==> config.mk <==
export PLATFORM = sky130hd
export DESIGN_NAME = accel_vector_magnitude_normalize
export DESIGN_NICKNAME = d
export VERILOG_FILES = /design/src/rtl/avmn_pkg.sv /design/src/rtl/accel_vector_magnitude_normalize.sv /design/src/rtl/avmn_sqrt.sv /design/src/rtl/avmn_div_lane.sv
export SDC_FILE = /design/constraint.sdc
export NUM_CORES = 2
export LEC_CHECK = 0
export BUFFER_PORTS_ARGS = -buffer_cell sky130_fd_sc_hd__buf_2
export CORE_ASPECT_RATIO = 1.4
export CORE_MARGIN = 1
export CORE_UTILIZATION = 40
export DETAILED_ROUTE_END_ITERATION = 16
export PLACE_DENSITY_LB_ADDON = 0.3
export SYNTH_ARGS = -nofsm -noshare
export SYNTH_HDL_FRONTEND = slang
export SYNTH_SLANG_ARGS = --single-unit
==> constraint.sdc <==
create_clock -name clock -period 8.9 [get_ports clock]
set_clock_uncertainty 0.2 [all_clocks]
set_input_delay 0.89 -clock clock [delete_from_list [all_inputs] [get_ports clock]]
set_output_delay 0.89 -clock clock [all_outputs]
set_load 0.01 [all_outputs]
==> src/rtl/avmn_pkg.sv <==
// shared constants, types and helpers for the vector magnitude and normalise block
// no dependencies; every other file imports this package
package avmn_pkg;

   localparam int SAMPLE_WIDTH   = 16;
   localparam int NORM_FRAC_BITS = 14;

   localparam int AXES       = 3;
   localparam int AXIS_W     = 16;
   localparam int SUM_W      = 2 * AXIS_W;
   localparam int ROOT_W     = AXIS_W;
   localparam int REM_W      = ROOT_W + 1;
   localparam int SQRT_CNT_W = $clog2(ROOT_W);
   localparam int QUOT_W     = NORM_FRAC_BITS + 1;
   localparam int DIV_CNT_W  = $clog2(QUOT_W);
   localparam int WIN_W      = 16;
   localparam int CSR_IDX_W  = 2;

   localparam logic [AXIS_W-1:0] SAMPLE_MASK =
      AXIS_W'({AXIS_W{1'b1}} << (AXIS_W - SAMPLE_WIDTH));

   localparam logic [CSR_IDX_W-1:0] CSR_WINDOW_LOW  = CSR_IDX_W'(0);
   localparam logic [CSR_IDX_W-1:0] CSR_WINDOW_HIGH = CSR_IDX_W'(1);

   localparam logic [WIN_W-1:0] WINDOW_LOW_RESET  = WIN_W'(12800);
   localparam logic [WIN_W-1:0] WINDOW_HIGH_RESET = WIN_W'(19200);

   localparam logic [31:0] POS_LIMIT = 32'd32767;
   localparam logic [31:0] NEG_LIMIT = 32'd32768;

   typedef enum logic [1:0] {
      UNIT_IDLE,
      UNIT_RUN,
      UNIT_DONE
   } avmn_unit_state_type;

   typedef struct packed {
      logic start;
      logic take;
   } avmn_unit_ctrl_type;

   typedef struct packed {
      logic ready;
      logic done;
   } avmn_unit_status_type;

   // apply sign and clamp to the signed 16-bit output range
   function automatic logic signed [AXIS_W-1:0] avmn_saturate(
      input logic [QUOT_W-1:0] q,
      input logic              neg
   );
      logic [31:0] qx;
      logic [31:0] nx;
      qx = 32'(q);
      nx = 32'd0 - qx;
      if (neg) begin
         if (qx > NEG_LIMIT) begin
            return AXIS_W'(NEG_LIMIT);
         end
         return nx[AXIS_W-1:0];
      end
      if (qx > POS_LIMIT) begin
         return AXIS_W'(POS_LIMIT);
      end
      return qx[AXIS_W-1:0];
   endfunction

endpackage

==> src/rtl/accel_vector_magnitude_normalize.sv <==
// top level: input register, squaring lanes, square-root unit, three divide lanes,
// merging output register and window registers
// depends on avmn_pkg, avmn_sqrt, avmn_div_lane
//
// Input beats carry three signed axis counts on req_raw_x/y/z; a beat moves when
// req_valid is high and req_stall low. Each beat gives exactly one result beat on
// the rsp_ channel: magnitude, the three normalised axes, the in-window flag and
// the zero-vector flag, moved when rsp_valid is high and rsp_stall low.
// Window bounds are written on the csr_ channel (index 0 low, 1 high); csr_ready
// is always high and unknown indexes are dropped.
// Throughput is set by the square-root unit, which loads a radicand and then
// iterates over the root bits; the divide lanes load and then iterate over
// the quotient bits.
// Up to five samples are in flight: input register, squares, root, divide and
// the output register.
// Synchronous reset empties the pipeline and restores the default window.
// A stalled result is held in the output register while the stages behind it
// keep working until each holds a finished beat; req_stall then rises.
module accel_vector_magnitude_normalize (
   input  logic                                clock,
   input  logic                                reset,
   input  logic                                req_valid,
   output logic                                req_stall,
   input  logic signed [avmn_pkg::AXIS_W-1:0]  req_raw_x,
   input  logic signed [avmn_pkg::AXIS_W-1:0]  req_raw_y,
   input  logic signed [avmn_pkg::AXIS_W-1:0]  req_raw_z,
   output logic                                rsp_valid,
   input  logic                                rsp_stall,
   output logic [avmn_pkg::ROOT_W-1:0]         rsp_magnitude,
   output logic signed [avmn_pkg::AXIS_W-1:0]  rsp_norm_x,
   output logic signed [avmn_pkg::AXIS_W-1:0]  rsp_norm_y,
   output logic signed [avmn_pkg::AXIS_W-1:0]  rsp_norm_z,
   output logic                                rsp_in_window,
   output logic                                rsp_zero_vector,
   input  logic                                csr_valid,
   output logic                                csr_ready,
   input  logic [avmn_pkg::CSR_IDX_W-1:0]      csr_index,
   input  logic [avmn_pkg::WIN_W-1:0]          csr_data
);
   import avmn_pkg::*;

   logic [WIN_W-1:0]         win_low_ff, win_high_ff;

   logic                     in_vld_ff, in_vld_in;
   logic signed [AXIS_W-1:0] in_ax_ff [AXES];
   logic signed [AXIS_W-1:0] req_ax [AXES];

   logic                     sq_vld_ff, sq_vld_in;
   logic [SUM_W-1:0]         sq_ff [AXES];
   logic signed [AXIS_W-1:0] sq_ax_ff [AXES];
   logic signed [SUM_W-1:0]  prod [AXES];
   logic [SUM_W-1:0]         sum_sq;

   logic signed [AXIS_W-1:0] sr_ax_ff [AXES];
   avmn_unit_ctrl_type       sqrt_ctrl;
   avmn_unit_status_type     sqrt_status;
   logic [ROOT_W-1:0]        sqrt_root;

   avmn_unit_ctrl_type       div_ctrl;
   avmn_unit_status_type     div_status [AXES];
   logic [QUOT_W-1:0]        div_quot [AXES];
   logic [AXIS_W-1:0]        div_abs [AXES];
   logic [AXES-1:0]          div_ready, div_done;
   logic [AXES-1:0]          dv_neg_ff;
   logic                     dv_zero_ff;
   logic [ROOT_W-1:0]        dv_mag_ff;

   logic                     rsp_vld_ff, rsp_vld_in;
   logic [ROOT_W-1:0]        rsp_mag_ff;
   logic signed [AXIS_W-1:0] rsp_norm_ff [AXES];
   logic                     rsp_win_ff;
   logic                     rsp_zero_ff;

   logic                     out_free, sq_free, in_go, req_acc;
   logic                     sqrt_start, div_start, div_take;

   // window registers
   assign csr_ready = 1'b1;

   always_ff @(posedge clock) begin
      if (reset) begin
         win_low_ff  <= WINDOW_LOW_RESET;
         win_high_ff <= WINDOW_HIGH_RESET;
      end else if (csr_valid) begin
         case (csr_index)
            CSR_WINDOW_LOW: begin
               win_low_ff <= csr_data;
            end
            CSR_WINDOW_HIGH: begin
               win_high_ff <= csr_data;
            end
            default: begin
            end
         endcase
      end
   end

   // pipeline control
   assign req_ax[0] = req_raw_x & SAMPLE_MASK;
   assign req_ax[1] = req_raw_y & SAMPLE_MASK;
   assign req_ax[2] = req_raw_z & SAMPLE_MASK;

   always_comb begin
      out_free   = !rsp_vld_ff || !rsp_stall;
      div_take   = (&div_done) && out_free;
      div_start  = sqrt_status.done && (&div_ready);
      sqrt_start = sq_vld_ff && sqrt_status.ready;
      sq_free    = !sq_vld_ff || sqrt_start;
      in_go      = in_vld_ff && sq_free;
      req_stall  = in_vld_ff && !sq_free;
      req_acc    = req_valid && !req_stall;

      in_vld_in  = req_acc || (in_vld_ff && !in_go);
      sq_vld_in  = in_go || (sq_vld_ff && !sqrt_start);
      rsp_vld_in = out_free ? div_take : rsp_vld_ff;

      sqrt_ctrl.start = sqrt_start;
      sqrt_ctrl.take  = div_start;
      div_ctrl.start  = div_start;
      div_ctrl.take   = div_take;

      sum_sq = SUM_W'(sq_ff[0] + sq_ff[1] + sq_ff[2]);
   end

   always_ff @(posedge clock) begin
      if (reset) begin
         in_vld_ff  <= 1'b0;
         sq_vld_ff  <= 1'b0;
         rsp_vld_ff <= 1'b0;
      end else begin
         in_vld_ff  <= in_vld_in;
         sq_vld_ff  <= sq_vld_in;
         rsp_vld_ff <= rsp_vld_in;
      end
   end

   // squaring lanes and per-lane payload carried alongside the shared root
   for (genvar i = 0; i < AXES; i++) begin : g_lane
      assign prod[i]    = in_ax_ff[i] * in_ax_ff[i];
      assign div_abs[i] = sr_ax_ff[i][AXIS_W-1] ? AXIS_W'(-sr_ax_ff[i]) : sr_ax_ff[i];

      always_ff @(posedge clock) begin
         if (req_acc) begin
            in_ax_ff[i] <= req_ax[i];
         end
         if (in_go) begin
            sq_ff[i]    <= prod[i];
            sq_ax_ff[i] <= in_ax_ff[i];
         end
         if (sqrt_start) begin
            sr_ax_ff[i] <= sq_ax_ff[i];
         end
         if (div_start) begin
            dv_neg_ff[i] <= sr_ax_ff[i][AXIS_W-1];
         end
         if (div_take) begin
            rsp_norm_ff[i] <= dv_zero_ff ? '0 : avmn_saturate(div_quot[i], dv_neg_ff[i]);
         end
      end

      avmn_div_lane u_div (
         .clock    (clock),
         .reset    (reset),
         .ctrl     (div_ctrl),
         .divisor  (sqrt_root),
         .dividend (div_abs[i]),
         .status   (div_status[i]),
         .quotient (div_quot[i])
      );

      assign div_ready[i] = div_status[i].ready;
      assign div_done[i]  = div_status[i].done;
   end

   avmn_sqrt u_sqrt (
      .clock    (clock),
      .reset    (reset),
      .ctrl     (sqrt_ctrl),
      .radicand (sum_sq),
      .status   (sqrt_status),
      .root     (sqrt_root)
   );

   // merging stage
   always_ff @(posedge clock) begin
      if (div_start) begin
         dv_mag_ff  <= sqrt_root;
         dv_zero_ff <= (sqrt_root == '0);
      end
      if (div_take) begin
         rsp_mag_ff  <= dv_mag_ff;
         rsp_zero_ff <= dv_zero_ff;
         rsp_win_ff  <= (dv_mag_ff > win_low_ff) && (dv_mag_ff < win_high_ff);
      end
   end

   assign rsp_valid       = rsp_vld_ff;
   assign rsp_magnitude   = rsp_mag_ff;
   assign rsp_norm_x      = rsp_norm_ff[0];
   assign rsp_norm_y      = rsp_norm_ff[1];
   assign rsp_norm_z      = rsp_norm_ff[2];
   assign rsp_in_window   = rsp_win_ff;
   assign rsp_zero_vector = rsp_zero_ff;

`ifndef ASSERT_OFF
   a_lanes_lockstep: assert property (@(posedge clock) disable iff (reset)
      (div_done == '0) || (div_done == '1))
      else $error("divide lanes out of step");

   a_zero_outputs: assert property (@(posedge clock) disable iff (reset)
      (rsp_vld_ff && rsp_zero_ff) |-> (rsp_mag_ff == '0) && (rsp_norm_ff[0] == '0)
         && (rsp_norm_ff[1] == '0) && (rsp_norm_ff[2] == '0))
      else $error("zero vector beat with non-zero fields");

   a_window_not_zero: assert property (@(posedge clock) disable iff (reset)
      (rsp_vld_ff && rsp_win_ff) |-> !rsp_zero_ff)
      else $error("in-window flag on a zero vector");

   a_root_held: assert property (@(posedge clock) disable iff (reset)
      (sqrt_status.done && !div_start) |=> (sqrt_status.done && $stable(sqrt_root)))
      else $error("finished root lost before divide lanes took it");
`endif

endmodule

==> src/rtl/avmn_sqrt.sv <==
// iterative integer square root, one result bit per cycle
// depends on avmn_pkg
module avmn_sqrt (
   input  logic                                clock,
   input  logic                                reset,
   input  avmn_pkg::avmn_unit_ctrl_type        ctrl,
   input  logic [avmn_pkg::SUM_W-1:0]          radicand,
   output avmn_pkg::avmn_unit_status_type      status,
   output logic [avmn_pkg::ROOT_W-1:0]         root
);
   import avmn_pkg::*;

   avmn_unit_state_type   state_ff, state_in;
   logic [SUM_W-1:0]      rad_ff, rad_in;
   logic [REM_W-1:0]      rem_ff, rem_in;
   logic [ROOT_W-1:0]     root_ff, root_in;
   logic [SQRT_CNT_W-1:0] cnt_ff, cnt_in;
   logic [REM_W+1:0]      rem_sh;
   logic [REM_W+1:0]      trial;
   logic [REM_W+1:0]      diff;
   logic                  last;

   always_ff @(posedge clock) begin
      if (reset) begin
         state_ff <= UNIT_IDLE;
         cnt_ff   <= '0;
      end else begin
         state_ff <= state_in;
         cnt_ff   <= cnt_in;
      end
   end

   always_ff @(posedge clock) begin
      rad_ff  <= rad_in;
      rem_ff  <= rem_in;
      root_ff <= root_in;
   end

   always_comb begin
      rem_sh = {rem_ff, rad_ff[SUM_W-1 -: 2]};
      trial  = {1'b0, root_ff, 2'b01};
      diff   = rem_sh - trial;
      last   = (cnt_ff == SQRT_CNT_W'(ROOT_W - 1));

      status.ready = (state_ff == UNIT_IDLE) || ((state_ff == UNIT_DONE) && ctrl.take);
      status.done  = (state_ff == UNIT_DONE);

      state_in = state_ff;
      rad_in   = rad_ff;
      rem_in   = rem_ff;
      root_in  = root_ff;
      cnt_in   = cnt_ff;

      case (state_ff)
         UNIT_IDLE: begin
            state_in = UNIT_IDLE;
         end
         UNIT_RUN: begin
            rad_in = rad_ff << 2;
            cnt_in = cnt_ff + SQRT_CNT_W'(1);
            if (rem_sh >= trial) begin
               rem_in  = diff[REM_W-1:0];
               root_in = {root_ff[ROOT_W-2:0], 1'b1};
            end else begin
               rem_in  = rem_sh[REM_W-1:0];
               root_in = {root_ff[ROOT_W-2:0], 1'b0};
            end
            if (last) begin
               state_in = UNIT_DONE;
            end
         end
         UNIT_DONE: begin
            if (ctrl.take) begin
               state_in = UNIT_IDLE;
            end
         end
         default: begin
            state_in = UNIT_IDLE;
         end
      endcase

      if (ctrl.start && status.ready) begin
         rad_in   = radicand;
         rem_in   = '0;
         root_in  = '0;
         cnt_in   = '0;
         state_in = UNIT_RUN;
      end
   end

   assign root = root_ff;

endmodule

==> src/rtl/avmn_div_lane.sv <==
// one normalise lane: restoring divide of a scaled axis magnitude by the vector length
// depends on avmn_pkg
module avmn_div_lane (
   input  logic                                clock,
   input  logic                                reset,
   input  avmn_pkg::avmn_unit_ctrl_type        ctrl,
   input  logic [avmn_pkg::ROOT_W-1:0]         divisor,
   input  logic [avmn_pkg::AXIS_W-1:0]         dividend,
   output avmn_pkg::avmn_unit_status_type      status,
   output logic [avmn_pkg::QUOT_W-1:0]         quotient
);
   import avmn_pkg::*;

   avmn_unit_state_type  state_ff, state_in;
   logic [ROOT_W-1:0]    rem_ff, rem_in;
   logic [QUOT_W-1:0]    dq_ff, dq_in;
   logic [ROOT_W-1:0]    dvs_ff, dvs_in;
   logic [DIV_CNT_W-1:0] cnt_ff, cnt_in;
   logic [ROOT_W:0]      trial;
   logic [ROOT_W:0]      dvs_x;
   logic [ROOT_W:0]      diff;
   logic                 ge;
   logic                 last;

   always_ff @(posedge clock) begin
      if (reset) begin
         state_ff <= UNIT_IDLE;
         cnt_ff   <= '0;
      end else begin
         state_ff <= state_in;
         cnt_ff   <= cnt_in;
      end
   end

   always_ff @(posedge clock) begin
      rem_ff <= rem_in;
      dq_ff  <= dq_in;
      dvs_ff <= dvs_in;
   end

   always_comb begin
      trial = {rem_ff, dq_ff[QUOT_W-1]};
      dvs_x = {1'b0, dvs_ff};
      diff  = trial - dvs_x;
      ge    = (trial >= dvs_x);
      last  = (cnt_ff == DIV_CNT_W'(QUOT_W - 1));

      status.ready = (state_ff == UNIT_IDLE) || ((state_ff == UNIT_DONE) && ctrl.take);
      status.done  = (state_ff == UNIT_DONE);

      state_in = state_ff;
      rem_in   = rem_ff;
      dq_in    = dq_ff;
      dvs_in   = dvs_ff;
      cnt_in   = cnt_ff;

      case (state_ff)
         UNIT_IDLE: begin
            state_in = UNIT_IDLE;
         end
         UNIT_RUN: begin
            cnt_in = cnt_ff + DIV_CNT_W'(1);
            rem_in = ge ? diff[ROOT_W-1:0] : trial[ROOT_W-1:0];
            dq_in  = {dq_ff[QUOT_W-2:0], ge};
            if (last) begin
               state_in = UNIT_DONE;
            end
         end
         UNIT_DONE: begin
            if (ctrl.take) begin
               state_in = UNIT_IDLE;
            end
         end
         default: begin
            state_in = UNIT_IDLE;
         end
      endcase

      // dividend scaled by the fraction bits; top bits seed the remainder
      if (ctrl.start && status.ready) begin
         rem_in   = ROOT_W'(dividend >> 1);
         dq_in    = {dividend[0], {NORM_FRAC_BITS{1'b0}}};
         dvs_in   = divisor;
         cnt_in   = '0;
         state_in = UNIT_RUN;
      end
   end

   assign quotient = dq_ff;

endmodule

==> Yosys cells after proc, flatten, opt, wreduce, memory -nomap -nowiden <==
Memories as Yosys holds them, arrays and structs flattened.
Index checks and enable logic that the tools add are counted.
{ "classes": {"eq_ne": 29, "n_mux": 62, "mul": 3, "n_reduce_logical": 58, "order_cmp": 6, "n_addsub": 16} }
{ "ops": {"columns": ["cell", "n"], "rows": [
  ["$mux W16", 18],
  ["$mux W15", 12],
  ["$mul A16 B16 Y32", 3],
  ["$add A32 B32 Y32", 2],
  ["$mux W32", 2],
  ["$ge A17 B16 Y1", 3],
  ["$neg A16 Y16", 3],
  ["$sub A1 B15 Y16 const A", 3],
  ["$sub A16 B16 Y16", 3],
  ["$ne A3 B1 Y1 const B", 8],
  ["$reduce_and A2 Y1", 10],
  ["$ge A19 B18 Y1", 1],
  ["$mux W1", 19],
  ["$logic_and A1 B1 Y1", 17],
  ["$mux W17", 1],
  ["$sub A17 B17 Y17", 1],
  ["$add A4 B1 Y4 const B", 4],
  ["$eq A4 B4 Y1 const B", 4],
  ["$gt A16 B16 Y1", 1],
  ["$logic_not A16 Y1", 1],
  ["$lt A16 B16 Y1", 1],
  ["$ne A2 B1 Y1 const B", 8],
  ["$pmux W2 S2", 4],
  ["$mux W2", 6],
  ["other kinds (8)", 39]
]} }
{ "word_totals": {"n_memories": 5, "ff_bits": 303, "ram_bits": 288} }
{ "memory_table": {"columns": ["memory", "depth", "word_bits", "read_ports", "rd_clocked_by_memory_dff", "write_ports", "line_no", "rtl"], "rows": [
  ["sq_ff", 3, 32, 3, 0, 3, "accel_vector_magnitude_normalize.sv:49", "logic [SUM_W-1:0] sq_ff [AXES];"],
  ["in_ax_ff", 3, 16, 3, 0, 3, "accel_vector_magnitude_normalize.sv:45", "logic signed [AXIS_W-1:0] in_ax_ff [AXES];"],
  ["rsp_norm_ff", 3, 16, 3, 0, 3, "accel_vector_magnitude_normalize.sv:70", "logic signed [AXIS_W-1:0] rsp_norm_ff [AXES];"],
  ["sq_ax_ff", 3, 16, 3, 0, 3, "accel_vector_magnitude_normalize.sv:50", "logic signed [AXIS_W-1:0] sq_ax_ff [AXES];"],
  ["sr_ax_ff", 3, 16, 3, 0, 3, "accel_vector_magnitude_normalize.sv:54", "logic signed [AXIS_W-1:0] sr_ax_ff [AXES];"]
]} }

==> Logic depth before layout (Yosys ltp) <==
{ "depth": {"word_depth": 17, "depth_mapped": 25, "mapped_depth_nobuf": 24} }

==> Hierarchy <==
Synthesis repeated with hierarchy kept, for this count alone.
{ "unflattened": {"hier_cells": 5521, "area_unflattened_um2": 55361.8} }
{ "modules_own_cells": {"columns": ["module", "instances", "seq_area_each_um2", "cells_per_inst", "area_per_inst_um2"], "rows": [
  ["accel_vector_magnitude_normalize", 1, 10309.9, 4173, 42846.1],
  ["avmn_div_lane", 3, 1381.3, 306, 2917.8],
  ["avmn_sqrt", 1, 1741.7, 430, 3762.4]
]} }

==> Worst setup path before layout <==
Ideal clock, no wire load.
{ "synth_timing": {"path_kind": "register to register", "startpoint": "memory in_ax_ff[2][15], in the netlist in_ax_ff[0][47]", "endpoint": "memory sq_ff[0][93] in the netlist's numbering, data pin", "stages_incl_launch_ff": 22, "setup_slack_ns": 2.297, "path_buffers": 2, "t_arrival_ns": 6.146, "setup_ns": 0.258, "synth_period_minus_slack_ns": 6.603, "path_cell_list": "edfxtp_1 > clkbuf_1 > inv_1 > buf_1 > nor2_1 > fa_1 > fa_1 > fa_1 > fa_1 > fa_1 > inv_1 > fa_1 > inv_1 > ha_1 > nand2_1 > or4_1 > a211o_1 > a21oi_2 > nor3_2 > o41ai_2 > a21oi_1 > xnor2_1"} }
{ "synth_rtl": {"columns": ["element", "line_no"], "rows": [
  ["start: declaration", "accel_vector_magnitude_normalize.sv:45"],
  ["end: declaration", "accel_vector_magnitude_normalize.sv:49"]
]} }

==> run_results.csv <==
group,metric,value,unit
logic_synthesis,ys_ff_latch,585,
floorplan,initial_utilization,0.405,
clock_network,insertion_delay,0.67,ns
clock_network,tritoncts,"done",
sta,rsz0062_at_grt,"no",
floorplan,core,0.135,mm²
run_status,status,"complete, no violations",
logic_synthesis,synthCells,5351,
sta,slew_headroom,0.294,
worst_setup_path,end_kind,"flop",
placed_design,dp_cells,7132,
finish,finalNonFillerCells,7253,
routing,vias,36300,
placed_design,port_buffers,138,
global_route,grt_antenna_before_repair,1,
routing,drt_iter0_markers,1615,
hold_path,min_path_type,"in -> reg",
logic_synthesis,async_reset_ff_frac,0,
sta,setup_viol,0,
clock_network,numCtsBuffers,66,
routing,wirelength,122,mm
routing,detail-route-antenna-nets,0,
sta,fmax,0.133,GHz
logic_synthesis,synthTopCellsByCount,"1097 x inv_1, 737 x fa_1, 525 x nand2_1",
worst_setup_path,crit_fanout,21,
global_route,grt_first_pass_wirelength,198,mm
logic_synthesis,yosysTopAreaCellShare,0.271,
routing,vias_per_cell,5.00,
placed_design,dpl.hpwl,96.2,mm
clock_network,clock-sinks,585,
logic_synthesis,synthesis.area,0.0545,mm²
global_route,grt_pass1_vias,38600,
logic_synthesis,avgSynthCellArea,10.2,µm²
worst_setup_path,required,9.09,ns
clock_network,cts_buffer_depth,3,
floorplan,ios,140,
sta,final_hold_viol_count,0,
job,maxCapViolations,0,
clock_network,cts.clk_slew.worst_paths,0.08,ns
finish,fill_cells,12800,
sta,period_share,0.847,
sta,slew_viol_final,0,
clock_network,clockRootBuffer,"clkbuf_16",
floorplan,dieArea,0.138,mm²
logic_synthesis,synth_edf_count,448,
clock_network,cts_resized,0,
clock_network,htreeDepth,3,
finish,regArea,0.0162,mm²
logic_synthesis,synth_warnings,0,
worst_setup_path,critPathLaunchType,"flop",
finish,n_antenna_cell,0,
floorplan,placementRows,159,
logic_synthesis,yosysMostFrequentCell,"inv_1",
global_route,overflow,0,
floorplan,dieWidth,314,µm
logic_synthesis,synth_area_leader_cell,"fa_1",
logic_synthesis,ys_top_cells_by_area,"fa_1 27%, edfxtp_1 25%, ha_1 9.3%",
routing,drcViolationCount,0,
finish,fin_nets,6644,
finish,drive_above_1_share,0.0604,
finish,area_delta_synth_final,8.74,%
global_route,grt_max_degree,74,
floorplan,die_h,439,µm
clock_network,cts_hold_buf,0,
clock_network,postCtsSetupBuffers,0,
worst_setup_path,critPathKind,"reg -> reg",
worst_setup_path,worstPathArrival,7.73,ns
logic_synthesis,synth_flop_cell,"edfxtp_1",
sta,fin_setup_tns,0,ns
logic_synthesis,synth_seq_area_share,0.297,
routing,routedWlPerCell,16.8,µm
sta,tightest_slew,1.06,ns
placed_design,gp_congestion,0.865,
logic_synthesis,ys_types,84,
sta,min_period,7.54,ns
global_route,globalRouteTotalUtil,0.182,
routing,first_pass_iters,6,
finish,multiInputGateArea,0.0336,mm²
==> per-stage QoR <==
stage	cell area [µm²]	setup WS [ns]	hold WS, ns	util
finish	59200	1.36	0.195	0.440
global route	59200	0.842	0.182	0.440
CTS	59200	1.32	0.144	0.440
detailed placement	57000	1.39	0.205	0.423
global placement	57000	1.52	0.201	0.423
floorplan	54500	2.30	0.200	-
==> per-layer routing <==
metal / vias to the layer above / track usage / wire (µm)
li1: 17400 / - / -
met1: 18000 / 0.199 / 45600
met2: 667 / 0.349 / 67000
met3: 211 / 0.0192 / 4020
met4: 0 / 0.0777 / 5040
met5: - / 0 / 0
==> cell type report <==
type,count,share of cell area
clock inverter,44,0.00817
clock buffer,77,0.0293
inverter,1097,0.0695
multi-input combinational,3510,0.567
sequential,585,0.273
tap,1771,0.0374
timing repair buffer,169,0.0156
==> path summary, 6_finish.rpt <==
kind	startpoint	endpoint	slack, ns	cells past startpoint
hold / removal	req_raw_x[9]	in_ax_ff[0][9]	0.20	1
setup reg to reg	in_ax_ff[0][15]	sq_ff[0][31]	1.36	20
hold reg to reg	sq_ax_ff[0][45]	sr_ax_ff[0][45]	0.21	0
setup / recovery	in_ax_ff[0][15]	sq_ff[0][31]	1.36	20
==> flip-flops by register name, indices dropped and copies added, names as in the netlist, 17 cells and up <==
register / count
u_sqrt.rem_ff: 17
g_lane.u_div.dvs_ff: 48
rsp_norm_ff: 48
sr_ax_ff: 48
u_sqrt.rad_ff: 32
g_lane.u_div.quotient: 45
sq_ax_ff: 45
in_ax_ff: 48
g_lane.u_div.rem_ff: 48
sq_ff: 93
==> logic make-up (layout without fill, tap and decap cells) <==
kind of cell             Yosys count  after routing  share of synthesized area
AO/OA/AOI/OAI                    771            771                     0.0894
multiplexers                      40             40                    0.00735
buffers and inverters           1258           1387                     0.0873
XOR/XNOR                         295            295                     0.0474
AND/OR/NAND/NOR                 1256           1256                      0.107
adder cells (fa/ha/maj)         1144           1144                      0.364
other                              2              4                   0.000138
flip-flops                       585            585                      0.297
==> critical path: stages (launching register included) <==
cell and delay (ns):
edfxtp_1 0.83, inv_1 0.53, nor2_1 0.33, fa_1 0.60, fa_1 0.82, fa_1 0.51
fa_1 0.51, fa_1 0.50, inv_1 0.05, fa_1 0.47, inv_1 0.04, ha_1 0.22
a2111oi_0 0.35, o21ai_0 0.17, a41oi_1 0.30, nand4_1 0.19, nand3_1 0.15, a31oi_1 0.12
o21a_1 0.18, nor2_1 0.11, xnor2_1 0.08
==> layout by cell type (no fill, tap or decap), types with 41 or more instances in the layout <==
cell,netlist,layout
xnor2_1,185,185
a21o_1,76,76
nor3_1,52,52
o21ai_0,229,228
nand2_1,525,524
ha_1,407,407
nand3_1,75,75
dfxtp_1,137,137
xor2_1,110,110
nor2b_1,42,41
and2_1,135,134
fa_1,737,737
edfxtp_1,448,448
clkbuf_16,0,68
a21oi_1,212,212
buf_2,5,138
nor2_1,253,252
inv_1,1097,1094
Power is not shown: default switching activity piles up to over one toggle a cycle in this logic, so the estimate is an artifact.
